[src/hw/rtl/lj_pkg.sv]
// ----------------------------------------------------------------------------
// lj_pkg
// Shared types, constants and fixed-point helpers of the LJ pair force block.
// ----------------------------------------------------------------------------
package lj_pkg;

  localparam int FRAC_BITS = 16;
  localparam int POS_BITS  = 24;
  localparam int BOX_BITS  = 24;
  localparam int QW        = 63 - FRAC_BITS;       // width of capped products
  localparam int QLO       = 24;                   // low slice of a product operand
  localparam int QHI       = QW - QLO;             // high slice of a product operand
  localparam int MW        = POS_BITS + 2;         // displacement magnitude
  localparam int WW        = POS_BITS + 4;         // signed wrap arithmetic
  localparam int DW        = FRAC_BITS + 32;       // dividend width
  localparam logic [QW-1:0] QCAP = {QW{1'b1}};

  localparam logic [1:0] ST_BEYOND = 2'd0;
  localparam logic [1:0] ST_HIT    = 2'd1;
  localparam logic [1:0] ST_ZERO   = 2'd2;

  localparam logic [2:0] REG_BOX_X        = 3'd0;
  localparam logic [2:0] REG_BOX_Y        = 3'd1;
  localparam logic [2:0] REG_BOX_Z        = 3'd2;
  localparam logic [2:0] REG_CUTOFF_SQ    = 3'd3;
  localparam logic [2:0] REG_SIGMA_SQ     = 3'd4;
  localparam logic [2:0] REG_WELL_DEPTH   = 3'd5;
  localparam logic [2:0] REG_ENERGY_SHIFT = 3'd6;

  typedef struct packed {
    logic [POS_BITS-1:0] first_x;
    logic [POS_BITS-1:0] first_y;
    logic [POS_BITS-1:0] first_z;
    logic [POS_BITS-1:0] second_x;
    logic [POS_BITS-1:0] second_y;
    logic [POS_BITS-1:0] second_z;
  } in_item_t;

  typedef struct packed {
    logic signed [31:0] force_x;
    logic signed [31:0] force_y;
    logic signed [31:0] force_z;
    logic signed [31:0] pair_energy;
    logic [1:0]         status;
  } out_item_t;

  typedef struct packed {
    logic [BOX_BITS-1:0] box_x;
    logic [BOX_BITS-1:0] box_y;
    logic [BOX_BITS-1:0] box_z;
    logic [31:0]         cutoff_sq;
    logic [31:0]         sigma_sq;
    logic [23:0]         well_depth;
    logic signed [31:0]  energy_shift;
  } cfg_t;

  // per-pair data that rides along with the distance
  typedef struct packed {
    logic [1:0]    status;
    logic [MW-1:0] mx;
    logic [MW-1:0] my;
    logic [MW-1:0] mz;
    logic          nx;
    logic          ny;
    logic          nz;
  } side_t;

  typedef struct packed {
    side_t       side;
    logic [31:0] r2;
  } pair_t;

  // four partial products of one capped product
  typedef struct packed {
    logic [2*QLO-1:0]   ll;
    logic [QLO+QHI-1:0] lh;
    logic [QLO+QHI-1:0] hl;
    logic [2*QHI-1:0]   hh;
  } qpp_t;

  function automatic qpp_t qmul_pp(input logic [QW-1:0] a, input logic [QW-1:0] b);
    qmul_pp.ll = a[QLO-1:0] * b[QLO-1:0];
    qmul_pp.lh = a[QLO-1:0] * b[QW-1:QLO];
    qmul_pp.hl = a[QW-1:QLO] * b[QLO-1:0];
    qmul_pp.hh = a[QW-1:QLO] * b[QW-1:QLO];
  endfunction

  function automatic logic [QW-1:0] qmul_sum(input qpp_t pp);
    logic [2*QW-1:0] p;
    logic [2*QW-1:0] sh;
    p  = (2*QW)'(pp.ll) + ((2*QW)'(pp.lh) << QLO) + ((2*QW)'(pp.hl) << QLO) +
         ((2*QW)'(pp.hh) << (2*QLO));
    sh = p >> FRAC_BITS;
    if (sh > (2*QW)'(QCAP)) qmul_sum = QCAP;
    else qmul_sum = sh[QW-1:0];
  endfunction

  function automatic logic signed [31:0] sat32(input logic neg, input logic [QW:0] mag);
    if (neg) begin
      if (mag >= (QW+1)'(64'h8000_0000)) sat32 = 32'sh8000_0000;
      else sat32 = -$signed(mag[31:0]);
    end else begin
      if (mag >= (QW+1)'(64'h8000_0000)) sat32 = 32'sh7fff_ffff;
      else sat32 = $signed(mag[31:0]);
    end
  endfunction

endpackage

[src/hw/rtl/lj_fifo.sv]
// ----------------------------------------------------------------------------
// lj_fifo
// Four-entry queue between the front and the force pipeline.
// ----------------------------------------------------------------------------
module lj_fifo import lj_pkg::*; (
  input  logic  clk,
  input  logic  rst,
  input  logic  push,
  input  pair_t push_data,
  output logic  full,
  input  logic  pop,
  output logic  empty,
  output pair_t pop_data
);

  pair_t      mem [0:3];
  logic [1:0] wptr;
  logic [1:0] rptr;
  logic [2:0] count;
  logic       do_push;
  logic       do_pop;

  assign full     = (count == 3'd4);
  assign empty    = (count == 3'd0);
  assign do_push  = push && !full;
  assign do_pop   = pop && !empty;
  assign pop_data = mem[rptr];

  always_ff @(posedge clk) begin
    if (rst) begin
      wptr  <= '0;
      rptr  <= '0;
      count <= '0;
    end else begin
      if (do_push) wptr <= wptr + 2'd1;
      if (do_pop) rptr <= rptr + 2'd1;
      count <= count + {2'b0, do_push} - {2'b0, do_pop};
    end
  end

  always_ff @(posedge clk) begin
    if (do_push) mem[wptr] <= push_data;
  end

endmodule

[config.mk]
export PLATFORM = sky130hd
export DESIGN_NAME = lj_fifo
export DESIGN_NICKNAME = d
export VERILOG_FILES = /design/src/hw/rtl/lj_pkg.sv /design/src/hw/rtl/lj_fifo.sv
export SDC_FILE = /design/constraint.sdc
export NUM_CORES = 1
export LEC_CHECK = 0
export BUFFER_PORTS_ARGS = -buffer_cell sky130_fd_sc_hd__buf_2
export CORE_ASPECT_RATIO = 1.75
export CORE_MARGIN = 5
export CORE_UTILIZATION = 55
export CTS_CLUSTER_DIAMETER = 60
export DETAILED_ROUTE_END_ITERATION = 7
export PLACE_DENSITY = 0.74
export SLEW_MARGIN = 20
export SYNTH_ARGS = -nofsm -noshare
export SYNTH_HDL_FRONTEND = slang
export SYNTH_SLANG_ARGS = --single-unit
[constraint.sdc]
create_clock -name clk -period 8.16 [get_ports clk]
set_input_delay 1.632 -clock clk [delete_from_list [all_inputs] [get_ports clk]]
set_output_delay 1.632 -clock clk [all_outputs]
set_load 0.03 [all_outputs]
==> Implementation_results.wiki, run 1 <==
{| class="wikitable"
! Metric !! Value
|-
| Kind of start point of the critical path || flip-flop
|-
| Total net switching power || 1.95 mW
|-
| Maximum fanout along the worst path || 60
|-
| GRT overflow || 0
|-
| Pin count of the biggest net entering global routing || 110
|-
| Total vias in the final route || 7,457
|-
| CTS Hold Bufs || 0
|-
| Seq pwr share || 45.6%
|-
| Proportion of power drawn by the clock network || 28.4%
|-
| Synth Instances || 652
|-
| Crit path DAT || 2990 ps
|-
| Worst Setup End Kind || output port
|-
| Maximum clock path buffer count || 3
|-
| Switching part of the total || 29.9%
|-
| Number of max-slew violations in the final report || 0
|-
| Overall global routing resource usage || 18.0%
|-
| Number of ports placed on the die boundary || 236
|-
| Synth Net Count || 778
|-
| CTS root buf || sky130_fd_sc_hd__clkbuf_16
|-
| Register bit total from synthesis || 469
|-
| Layout Utilization || 64.7%
|-
| Resize count post-CTS || 0
|-
| Drt first pass iters || 4
|-
| Logic pwr share || 26.0%
|-
| Total die area || 0.0347 sq mm
|-
| Detailed placement HPWL || 18,300 um
|-
| Cell internal pwr || 4.57 mW
|-
| Placer Congestion || 0.731
|-
| Number of levels in the clock H-tree || 2
|-
| Final worst path period need || 4620 ps
|-
| # clock sinks || 469
|-
| Worst hold-check path type || reg2reg
|-
| Yosys synthesis warning count || 0
|-
| Die span in y || 243 um
|-
| Total negative slack || 0 ps
|-
| Clock network latency to the later pin of the worst-skew pair || 540 ps
|-
| Initial core utilization || 55.4%
|-
| Synth cell types || 23
|-
| CP Class || reg2out
|-
| Vias/cell || 5.59
|-
| Transition time of the tightest slew-check pin || 1020 ps
|-
| Average cell area after synthesis || 26.1 sq um
|-
| Data required time at the worst endpoint || 6530 ps
|-
| Remaining antenna violation count || 0
|-
| MaxCap Viol Count || 0
|-
| Number of design rule violations left after detail routing || 0
|-
| Hold slack final || 487 ps
|-
| DR WL/cell || 23.1 um
|-
| Leakage || 6.63 nW
|-
| Post-Route Skew || 22.6 ps
|-
| Net count of the finished layout || 1,034
|-
| Max Fclk || 216 MHz
|-
| Clock input transition at the sequential cells of the worst setup and hold paths || 60 ps
|-
| Total routed wirelength || 30,800 um
|-
| Result of the run || complete, no violations
|-
| Final Setup Violations || 0
|-
| Final cycle utilization of the critical path || 56.7%
|-
| Share of layout cells above drive strength 1 || 44.6%
|-
| Power density normalized to cell area || 328 mW/mm^2
|-
| First-pass GRT wire length || 46,800 um
|-
| CTS tree || yes
|-
| Final hold violation count || 0
|-
| RSZ-0062 raised after global routing || false
|-
| Worst slew margin relative to its limit || 32.1%
|-
| Number of buffers inserted by port buffering || 235
|-
| Number of antenna violations at the first check in global routing || 5
|-
| Cts bufs inserted || 40
|-
| Vias in the first global route || 8,014
|-
| Mapped Area || 0.0170 sq mm
|-
| Initial drt markers || 396
|-
| Post-CTS setup repair buffer count || 0
|-
| Layout overhead on the synthesized area || 16.8%
|-
| Fill cell total of the finished layout || 2,024
|-
| Standard-cell rows || 85
|-
| Area of the placeable core || 0.0307 sq mm
|-
| Fraction of the yosys area taken by sequential cells || 82.1%
|-
| Worst ir drop on vdd || 0.278 mV
|-
| Die Span X || 143 um
|}
-- cells in the mapped netlist --
cell type / count / share of area (%)
sky130_fd_sc_hd__and2_1: 4 / 0.15
sky130_fd_sc_hd__xnor2_1: 2 / 0.10
sky130_fd_sc_hd__mux4_2: 115 / 15
sky130_fd_sc_hd__nand2b_1: 2 / 0.073
sky130_fd_sc_hd__or3_1: 2 / 0.073
sky130_fd_sc_hd__a21oi_1: 2 / 0.059
sky130_fd_sc_hd__mux2i_1: 1 / 0.059
sky130_fd_sc_hd__nor2_1: 4 / 0.088
sky130_fd_sc_hd__clkbuf_1: 7 / 0.15
sky130_fd_sc_hd__o21ai_0: 2 / 0.059
sky130_fd_sc_hd__nor2b_1: 2 / 0.073
sky130_fd_sc_hd__edfxtp_1: 460 / 81
sky130_fd_sc_hd__o31ai_1: 1 / 0.044
sky130_fd_sc_hd__nor3_1: 1 / 0.029
sky130_fd_sc_hd__inv_1: 8 / 0.18
sky130_fd_sc_hd__nor3b_1: 1 / 0.044
sky130_fd_sc_hd__dfxtp_1: 9 / 1.1
sky130_fd_sc_hd__buf_6: 7 / 0.46
sky130_fd_sc_hd__nand2_1: 1 / 0.022
sky130_fd_sc_hd__buf_2: 13 / 0.38
sky130_fd_sc_hd__fa_1: 1 / 0.12
sky130_fd_sc_hd__ha_1: 6 / 0.44
sky130_fd_sc_hd__xor2_1: 1 / 0.051
-- layout make-up --
| class | count | area (sq um) | share of cell area [%] |
|---|---|---|---|
| sequential | 469 | 14000 | 70.4 |
| inverter | 8 | 30.0 | 0.151 |
| multi-input combinational | 148 | 2850 | 14.3 |
| antenna | 4 | 10.0 | 0.0503 |
| timing repair buffer | 241 | 1230 | 6.20 |
| clock buffer | 47 | 1050 | 5.27 |
| clock inverter | 27 | 235 | 1.18 |
| tap | 391 | 489 | 2.46 |
-- kinds of logic (layout without fill, tap and decap cells) --
kind of cell | after synthesis | after routing | share of synthesized area [%]
xor gates and xnor gates | 3 | 3 | 0.154
adders and majority gates | 7 | 7 | 0.558
DFF | 469 | 469 | 82.1
AOI/OAI and AO/OA | 5 | 5 | 0.162
and+or+nand+nor | 17 | 17 | 0.551
other | 0 | 4 | 0
muxes | 116 | 116 | 15.3
buffers and inverters | 35 | 323 | 1.18
-- stage by stage --
step / instance area (sq um) / std cells / power [mW] / setup slack (ps)
after floorplan: 17000 / 652 / 4.30 / 3060
after global placement: 18600 / 1257 / 4.75 / 3920
after detailed placement: 18600 / 1257 / 4.76 / 3900
after CTS: 19900 / 1331 / 6.62 / 3450
after global routing: 19900 / 1333 / 6.78 / 3380
final: 19900 / 1335 / 6.52 / 3540
-- registers in the layout, summed over array words and instances (netlist names), named ones only --
register  flops
count         3
mem         460
rptr          2
wptr          2
-- routing by layer --
metal / wire [um] / up-vias / GRT usage (%)
met5: 16 / - / 0
met4: 847 / 2 / 5.90
met3: 1710 / 56 / 3.68
met2: 16800 / 191 / 31.6
met1: 11400 / 3895 / 22.3
li1: - / 3313 / -
-- final timing paths --
check            start            to  slack [ps]  cells past startpoint
max          flip-flop  pop_data[11]        3540                      3
min            rptr[1]     flip-flop         490                      2
max reg2reg   count[1]    mem[1][46]        5160                      4
min reg2reg    rptr[1]     flip-flop         490                      2
-- power groups by stage --
| stage | Clock [mW] | Combinational, mW | Sequential, mW |
|---|---|---|---|
| floorplan | 0 | 1.30 | 3.00 |
| global route | 1.99 | 1.80 | 2.99 |
| finish | 1.85 | 1.69 | 2.97 |
| detailed placement | 0 | 1.74 | 3.03 |
| CTS | 1.90 | 1.74 | 2.98 |
| global placement | 0 | 1.73 | 3.01 |
-- layout by cell type (no fill, tap or decap), types with 2 or more instances in the layout --
cell type / instances
sky130_fd_sc_hd__a21oi_1: 2
sky130_fd_sc_hd__clkinv_1: 11
sky130_fd_sc_hd__dfxtp_4: 2
sky130_fd_sc_hd__o21ai_0: 2
sky130_fd_sc_hd__inv_1: 8
sky130_fd_sc_hd__mux4_2: 115
sky130_fd_sc_hd__bufinv_16: 4
sky130_fd_sc_hd__diode_2: 4
sky130_fd_sc_hd__xnor2_1: 2
sky130_fd_sc_hd__ha_1: 6
sky130_fd_sc_hd__and2_4: 4
sky130_fd_sc_hd__nand2b_1: 2
sky130_fd_sc_hd__nor2b_1: 2
sky130_fd_sc_hd__clkinv_2: 8
sky130_fd_sc_hd__edfxtp_1: 460
sky130_fd_sc_hd__clkbuf_1: 6
sky130_fd_sc_hd__inv_6: 3
sky130_fd_sc_hd__nor2_1: 4
sky130_fd_sc_hd__buf_4: 5
sky130_fd_sc_hd__or3_1: 2
sky130_fd_sc_hd__buf_2: 235
sky130_fd_sc_hd__clkbuf_16: 41
sky130_fd_sc_hd__dfxtp_1: 7
-- critical path, cell delays in order (launching register included) --
cell                      delay [ps]
sky130_fd_sc_hd__dfxtp_4         940
sky130_fd_sc_hd__buf_4           790
sky130_fd_sc_hd__mux4_2          460
sky130_fd_sc_hd__buf_2           200
Power figures use the tool's default switching activity.
==> run 2, diff against run 1 <==
--- a/config.mk
+++ b/config.mk
@@ -8,10 +8,10 @@
 export BUFFER_PORTS_ARGS = -buffer_cell sky130_fd_sc_hd__buf_2
 export CORE_ASPECT_RATIO = 1.75
 export CORE_MARGIN = 5
-export CORE_UTILIZATION = 55
+export CORE_UTILIZATION = 51
 export CTS_CLUSTER_DIAMETER = 60
 export DETAILED_ROUTE_END_ITERATION = 7
-export PLACE_DENSITY = 0.74
+export PLACE_DENSITY = 0.72
 export SLEW_MARGIN = 20
 export SYNTH_ARGS = -nofsm -noshare
 export SYNTH_HDL_FRONTEND = slang
==> constraint.sdc (replaced) <==
create_clock -name clk -period 4.21 [get_ports clk]
set_input_delay 0.842 -clock clk [delete_from_list [all_inputs] [get_ports clk]]
set_output_delay 0.842 -clock clk [all_outputs]
set_load 0.03 [all_outputs]
==> run 2 against run 1 <==
Register-to-register slack lost 3400 ps. Flip-flop and latch count is the same. Critical path depth is the same. Via count grew 2.2%. Global-route usage grew 0.11 points. Highest routed layer unchanged. Clock-buffer cell count grew 3. First-iteration DRC count shrank 2.8%. Setup slack lost 2700 ps.
==> Implementation_results.wiki, run 2 (same netlist as run 1, synthesis figures left out) <==
{| class="wikitable"
! Metric !! Value
|-
| Filler-free cell count of the finished design || 1,357 (+1.6%)
|-
| Overall power || 12.7 mW (+94%)
|-
| Maximum fanout along the worst path || 35 (-42%)
|-
| Largest register FFs || 460 (unchanged)
|-
| Total net switching power || 3.81 mW (+96%)
|-
| Detailed placement HPWL || 21,300 um (+16%)
|-
| CTS root buf || sky130_fd_sc_hd__clkbuf_16
|-
| Die span in y || 252 um (+3.7%)
|-
| DR WL/cell || 24.6 um (+6.9%)
|-
| Number of buffers inserted by port buffering || 235 (unchanged)
|-
| Placer Congestion || 0.765 (+4.5%)
|-
| Maximum clock path buffer count || 3 (unchanged)
|-
| Number of design rule violations left after detail routing || 0 (unchanged)
|-
| Cell internal pwr || 8.84 mW (+93%)
|-
| Total routed wirelength || 33,400 um (+8.6%)
|-
| Top flop regs || mem: 460 flops, count: 3 flops
|-
| Total die area || 0.0373 sq mm (+7.4%)
|-
| Total vias in the final route || 7,619 (+2.2%)
|-
| MaxCap Viol Count || 0 (unchanged)
|-
| Cell depth of the worst min-delay path || 2 (unchanged)
|-
| Fill cell total of the finished layout || 2,340 (+16%)
|-
| Die Span X || 148 um (+3.6%)
|-
| Cts bufs inserted || 40 (unchanged)
|-
| Logic pwr share || 26.5% (+0.5 points)
|-
| Leading cell type in the layout, fill and taps excluded || sky130_fd_sc_hd__edfxtp_1
|-
| Area taken by flip-flops and latches || 0.0140 sq mm (unchanged)
|-
| Share of layout cells above drive strength 1 || 44.9% (+0.34 points)
|-
| Data required time at the worst endpoint || 3370 ps (-3160 ps)
|-
| Multi-input gate area || 0.00285 sq mm (unchanged)
|-
| Area of the placeable core || 0.0330 sq mm (+7.5%)
|-
| CP Class || reg2out
|-
| Crit path DAT || 2510 ps (-480 ps)
|-
| Result of the run || complete, no violations
|-
| Internal reg-to-reg setup slack || 1760 ps (-3400 ps)
|-
| Standard-cell rows || 88 (+3.5%)
|-
| Remaining antenna violation count || 0 (unchanged)
|-
| Final cycle utilization of the critical path || 79.6%
|-
| Number of levels in the clock H-tree || 2 (unchanged)
|-
| Final worst path period need || 3350 ps
|-
| Initial core utilization || 51.6% (-3.9 points)
|-
| Worst slew margin relative to its limit || 48.4% (+16 points)
|-
| Number of ports placed on the die boundary || 236 (unchanged)
|-
| Vias in the first global route || 8,196 (+2.3%)
|-
| Cell count after placement || 1,283 (+2.1%)
|-
| Clock input transition at the sequential cells of the worst setup and hold paths || 60 ps (about the same)
|-
| Max Fclk || 298 MHz
|-
| RSZ-0062 raised after global routing || false
|-
| Pin count of the biggest net entering global routing || 74 (-33%)
|-
| Initial drt markers || 385 (-2.8%)
|-
| Worst Setup End Kind || output port
|-
| Number of antenna violations at the first check in global routing || 10 (+5)
|-
| Register with the most flip-flops || mem
|-
| Leakage || 6.67 nW (+0.66%)
|-
| Clock network latency to the later pin of the worst-skew pair || 530 ps (about the same)
|-
| Cell depth of the worst flop-to-flop path || 10 (+6)
|-
| Seq pwr share || 45.9% (+0.3 points)
|-
| CTS tree || yes
|-
| Hold wc startpoint || rptr[1]
|-
| Switching part of the total || 30.1% (+0.22 points)
|-
| Drt first pass iters || 5 (+1)
|-
| # clock sinks || 469 (unchanged)
|-
| Worst ir drop on vdd || 0.400 mV (+44%)
|-
| Capture point of the worst reg-to-reg path || count[2]
|-
| Proportion of power drawn by the clock network || 27.6% (-0.8 points)
|-
| Vias/cell || 5.61 (+0.52%)
|-
| Worst hold-check path type || reg2reg
|-
| Post-Route Skew || 9.96 ps (-12.6 ps)
|-
| Number of max-slew violations in the final report || 0 (unchanged)
|-
| CTS Hold Bufs || 0 (unchanged)
|-
| Reg-to-reg startpoint || count[1]
|-
| Final hold violation count || 0 (unchanged)
|-
| Top library cells by usage in the layout, fill and taps aside || sky130_fd_sc_hd__edfxtp_1, sky130_fd_sc_hd__buf_2, sky130_fd_sc_hd__mux4_2, sky130_fd_sc_hd__clkbuf_16, sky130_fd_sc_hd__buf_4
|-
| Post-CTS setup repair buffer count || 0 (unchanged)
|-
| First-pass GRT wire length || 50,500 um (+7.9%)
|-
| Layout overhead on the synthesized area || 17.6%
|-
| Overall global routing resource usage || 18.1% (+0.11 points)
|-
| Final Setup Violations || 0 (unchanged)
|-
| GRT overflow || 0 (unchanged)
|-
| Layout Utilization || 60.7% (-4.1 points)
|-
| Transition time of the tightest slew-check pin || 774 ps (-245 ps)
|-
| Total negative slack || 0 ps (unchanged)
|-
| Net count of the finished layout || 1,046 (+1.2%)
|-
| Resize count post-CTS || 0 (unchanged)
|-
| Kind of start point of the critical path || flip-flop
|-
| Power density normalized to cell area || 631 mW/mm^2 (+93%)
|}
[run 2: cell types whose count changed in the layout (fill, tap and decap cells not counted)]
cell	before	now
sky130_fd_sc_hd__buf_12	1	8
sky130_fd_sc_hd__buf_4	5	10
sky130_fd_sc_hd__clkbuf_1	6	9
sky130_fd_sc_hd__clkinv_1	11	7
sky130_fd_sc_hd__bufinv_16	4	3
sky130_fd_sc_hd__clkinv_2	8	4
sky130_fd_sc_hd__clkinv_4	0	1
sky130_fd_sc_hd__diode_2	4	8
sky130_fd_sc_hd__inv_6	3	0
[run 2: worst max path at each step]
| stage | from | endpoint | depth (start not counted) |
|---|---|---|---|
| floorplan | push | mem[0][0] | 3 |
| global placement | flip-flop | pop_data[61] | 3 |
| detailed placement | push | count[2] | 11 |
| CTS | flip-flop | pop_data[12] | 3 |
| global route | flip-flop | pop_data[61] | 3 |
| finish | flip-flop | pop_data[61] | 3 |
[run 2: power groups by stage]
stage | registers [mW] | clock network, mW | logic, mW
after floorplan | 5.79 | 0 | 2.52
after global placement | 5.91 | 0 | 3.43
after detailed placement | 5.93 | 0 | 3.43
after CTS | 5.83 | 3.57 | 3.44
after global routing | 5.86 | 3.77 | 3.55
final | 5.81 | 3.49 | 3.36
[run 2: stage by stage]
step                      instance area, sq um  worst slack (ps)  hold slack, ps
after global placement                   18800              1300             466
after global routing                     20000               670             504
after detailed placement                 18800              1310             482
final                                    20000               859             495
after floorplan                          17000              1170             459
after CTS                                20000               735             492
[run 2: layer usage]
metal | wire length, um | vias to the layer above | share of wire [%] | track usage [%]
met5 | 34 | - | 0.10 | 0
met4 | 858 | 4 | 2.6 | 6.24
met3 | 1980 | 55 | 5.9 | 4.33
met2 | 18000 | 208 | 54 | 31.3
met1 | 12600 | 4013 | 38 | 22.5
li1 | - | 3339 | - | -
[run 2: worst max-delay path, cell delays in order, from the launching register on]
cell	delay, ps
sky130_fd_sc_hd__dfxtp_4	850
sky130_fd_sc_hd__buf_4	350
sky130_fd_sc_hd__mux4_2	550
sky130_fd_sc_hd__buf_2	200
[run 2: layout make-up]
class                      instances  share of cell area [%]
clock inverter                    16                   0.762
inverter                           8                   0.150
multi-input combinational        148                    14.2
clock buffer                      50                    5.29
timing repair buffer             253                    7.04
tap                              405                    2.53
antenna                            8                  0.0999
sequential                       469                    69.9
==> run 3, diff against run 2 <==
--- a/config.mk
+++ b/config.mk
@@ -5,13 +5,14 @@
 export SDC_FILE = /design/constraint.sdc
 export NUM_CORES = 1
 export LEC_CHECK = 0
+export ABC_AREA = 1
 export BUFFER_PORTS_ARGS = -buffer_cell sky130_fd_sc_hd__buf_2
 export CORE_ASPECT_RATIO = 1.75
 export CORE_MARGIN = 5
-export CORE_UTILIZATION = 51
+export CORE_UTILIZATION = 52
 export CTS_CLUSTER_DIAMETER = 60
 export DETAILED_ROUTE_END_ITERATION = 7
-export PLACE_DENSITY = 0.72
+export PLACE_DENSITY = 0.73
 export SLEW_MARGIN = 20
 export SYNTH_ARGS = -nofsm -noshare
 export SYNTH_HDL_FRONTEND = slang
==> constraint.sdc (replaced) <==
create_clock -name clk -period 2.75 [get_ports clk]
set_input_delay 0.55 -clock clk [delete_from_list [all_inputs] [get_ports clk]]
set_output_delay 0.55 -clock clk [all_outputs]
set_load 0.03 [all_outputs]
==> run 3 against run 2 <==
Worst hold slack worse by 300 ps. Critical path depth up 2. Die area up 0.66%. Critical endpoint is now pop_data[31]. Largest power group unchanged. Highest routed layer is now met4.
==> Implementation_results.wiki, run 3 <==
{| class="wikitable"
! Metric !! Value
|-
| Result of the run || complete, no violations
|-
| Final worst path period need || 2680 ps
|-
| Slack of the critical path || 72.9 ps (-786 ps)
|-
| First-pass GRT wire length || 55,000 um (+9.1%)
|-
| Maximum clock path buffer count || 3 (unchanged)
|-
| Overall power || 19.8 mW (+57%)
|-
| Largest register FFs || 460 (unchanged)
|-
| Buffers plus inverters on the worst setup path || 3 (+1)
|-
| Most congested layer reported by global routing || met2
|-
| Synth cell types || 19 (-17%)
|-
| CP Class || reg2out
|-
| Kind of start point of the critical path || flip-flop
|-
| CP top delay family || buffers and inverters
|-
| Drt first pass iters || 5 (unchanged)
|-
| Number of max-slew violations in the final report || 0 (unchanged)
|-
| Max Fclk || 374 MHz
|-
| Post-Route Skew || 19.9 ps (+9.95 ps)
|-
| CP max stage cell || sky130_fd_sc_hd__dfxtp_4
|-
| Total negative slack || 0 ps (unchanged)
|-
| List of cells traversed by the critical path || inv_6 > buf_12 > nor2_1 > o22ai_1 > buf_2
|-
| Synth Instances || 1,180 (+81%)
|-
| Clock network latency to the later pin of the worst-skew pair || 530 ps (about the same)
|-
| Mapped Area || 0.0175 sq mm (+2.7%)
|-
| # clock sinks || 469 (unchanged)
|-
| Pin count of the biggest net entering global routing || 96 (+30%)
|-
| Worst ir drop on vdd || 0.837 mV (+110%)
|-
| Global routing usage on met1 || 21.2% (-1.3 points)
|-
| CTS root buf || sky130_fd_sc_hd__clkbuf_16
|-
| CTS tree || yes
|-
| Most area-consuming cells after synthesis || sky130_fd_sc_hd__edfxtp_1, sky130_fd_sc_hd__nor2_1, sky130_fd_sc_hd__o22ai_1
|-
| Number of enable-type register cells in the synthesized netlist || 460 (unchanged)
|-
| Total routed wirelength || 37,100 um (+11%)
|-
| Most frequent cell after synthesis || sky130_fd_sc_hd__edfxtp_1
|-
| Pre-CTS setup slack || 576 ps (-730 ps)
|-
| Number of antenna violations at the first check in global routing || 3 (-7)
|-
| Final hold violation count || 0 (unchanged)
|-
| Worst hold-check path type || in2reg
|-
| Number of design rule violations left after detail routing || 0 (unchanged)
|-
| Detailed placement HPWL || 21,000 um (-1.3%)
|-
| Cell count after placement || 1,821 (+42%)
|-
| Clock input transition at the sequential cells of the worst setup and hold paths || 70 ps (about the same)
|-
| Transition time of the tightest slew-check pin || 727 ps (-46.7 ps)
|-
| Largest stage delay on the critical path || 380 ps (-470 ps)
|-
| Leakage || 7.17 nW (+7.4%)
|-
| Final cycle utilization of the critical path || 97.3%
|-
| Net count of the finished layout || 1,535 (+47%)
|-
| Power density normalized to cell area || 962 mW/mm^2 (+52%)
|-
| Top flop regs || mem: 460 flops, count: 3 flops
|-
| RSZ-0062 raised after global routing || false
|-
| Initial core utilization || 52.2% (+0.61 points)
|-
| Die Span X || 149 um (+0.32%)
|-
| Crit path DAT || 2130 ps (-380 ps)
|-
| Number of levels in the clock H-tree || 2 (unchanged)
|-
| Synth Net Count || 1,306 (+68%)
|-
| Yosys synthesis warning count || 0 (unchanged)
|-
| Number of ports placed on the die boundary || 236 (unchanged)
|-
| Hold slack final || 190 ps (-304 ps)
|-
| Data required time at the worst endpoint || 2200 ps (-1170 ps)
|-
| Met3 routing resource usage after global routing || 3.84% (-0.49 points)
|-
| Layout overhead on the synthesized area || 17.6% (about the same)
|-
| Worst Setup End Kind || output port
|-
| Leading cell type in the layout, fill and taps excluded || sky130_fd_sc_hd__edfxtp_1
|-
| Average cell area after synthesis || 14.8 sq um (-43%)
|-
| Die span in y || 253 um (+0.34%)
|-
| DR WL/cell || 19.5 um (-21%)
|-
| Maximum fanout along the worst path || 64 (+83%)
|-
| Vias in the first global route || 10.6k (+29%)
|-
| Design area || 0.0206 sq mm (+2.7%)
|-
| Vias/cell || 5.54 (-1.4%)
|-
| Remaining antenna violation count || 0 (unchanged)
|-
| Placer Congestion || 0.760 (-0.60%)
|-
| Cell types with the highest counts after synthesis || sky130_fd_sc_hd__edfxtp_1, sky130_fd_sc_hd__nor2_1, sky130_fd_sc_hd__o21ai_0
|-
| Number of buffers inserted by port buffering || 235 (unchanged)
|-
| Filler-free cell count of the finished design || 1,896 (+40%)
|-
| Final Setup Violations || 0 (unchanged)
|-
| Post-CTS setup repair buffer count || 0 (unchanged)
|-
| MaxCap Viol Count || 0 (unchanged)
|-
| Initial drt markers || 552 (+43%)
|-
| Total vias in the final route || 10.5k (+38%)
|-
| Register with the most flip-flops || mem
|-
| Post-synth top flop || sky130_fd_sc_hd__edfxtp_1
|-
| Area share of the leading cell type in the synthesized netlist || 79.0% (-2.1 points)
|-
| Share of layout cells above drive strength 1 || 22.7% (-22 points)
|-
| Met2 usage || 34.7% (+3.5 points)
|-
| Library cell occupying the most area in the post-synthesis netlist || sky130_fd_sc_hd__edfxtp_1
|-
| Cts bufs inserted || 40 (unchanged)
|-
| Area of the placeable core || 0.0335 sq mm (+1.5%)
|-
| Top library cells by usage in the layout, fill and taps aside || sky130_fd_sc_hd__edfxtp_1, sky130_fd_sc_hd__nor2_1, sky130_fd_sc_hd__buf_2, sky130_fd_sc_hd__o21ai_0, sky130_fd_sc_hd__o22ai_1
|-
| Overall global routing resource usage || 19.1% (+0.98 points)
|-
| Worst slew margin relative to its limit || 51.5% (+3.1 points)
|-
| CTS Hold Bufs || 0 (unchanged)
|-
| Standard-cell rows || 89 (+1.1%)
|-
| Total die area || 0.0376 sq mm (+0.66%)
|-
| Layout Utilization || 61.4% (+0.72 points)
|-
| Register bit total from synthesis || 469 (unchanged)
|-
| GRT overflow || 0 (unchanged)
|-
| Fraction of the yosys area taken by sequential cells || 80.0% (-2.1 points)
|-
| Fraction of synthesis flops using an asynchronous set or reset pin || 0% (unchanged)
|-
| Placed cell area || 0.0193 sq mm (+2.6%)
|}
run 3: timing repair:
action | 4_1_cts | 5_1_grt
hold endpoints to repair | 0 | 0
cloned | 0 | 1
resized for setup | 1 | 2
pin swaps | 0 | 0
endpoints found under the setup margin | 1 | 2
run 3: logic make-up (layout without fill, tap and decap cells):
family / count (synthesis) / after routing / share of synthesized area [%]
compound gates: 350 / 350 / 10.8
other cells: 0 / 3 / 0
fa+ha+maj: 7 / 7 / 0.544
flops: 469 / 469 / 80.0
simple gates: 260 / 260 / 5.61
buf+inv: 94 / 352 / 3.01
run 3: path summary, 6_finish.rpt:
path / start / endpoint / slack, ps / depth (start not counted)
min reg2reg: rptr[0] / rptr[0] / 500 / 2
max: flip-flop / pop_data[31] / 70 / 5
max reg2reg: count[1] / count[2] / 770 / 10
min: rst / count[1] / 190 / 2
run 3: final cells by class:
type                            instances  area (sq um)
Multi-Input combinational cell        617          3020
Tap cell                              455           569
Timing Repair Buffer                  261          1650
Inverter                               20          81.3
Sequential cell                       469         14000
Fill cell                            2459         12900
Antenna cell                            3          7.51
Clock buffer                           48          1050
Clock inverter                         23           183
run 3: layer usage:
| metal | share of wire [%] | up-vias |
|---|---|---|
| met1 | 36 | 5142 |
| met3 | 6.2 | 92 |
| met5 | 0 | - |
| met2 | 54 | 346 |
| met4 | 4.3 | 0 |
| li1 | - | 4916 |
run 3: report_power, final:
part	switching [mW]	total (mW)	internal (mW)
Sequential	0.187	8.88	8.70
Combinational	4.13	5.63	1.50
Clock	2.28	5.29	3.01
Total	6.60	19.8	13.2
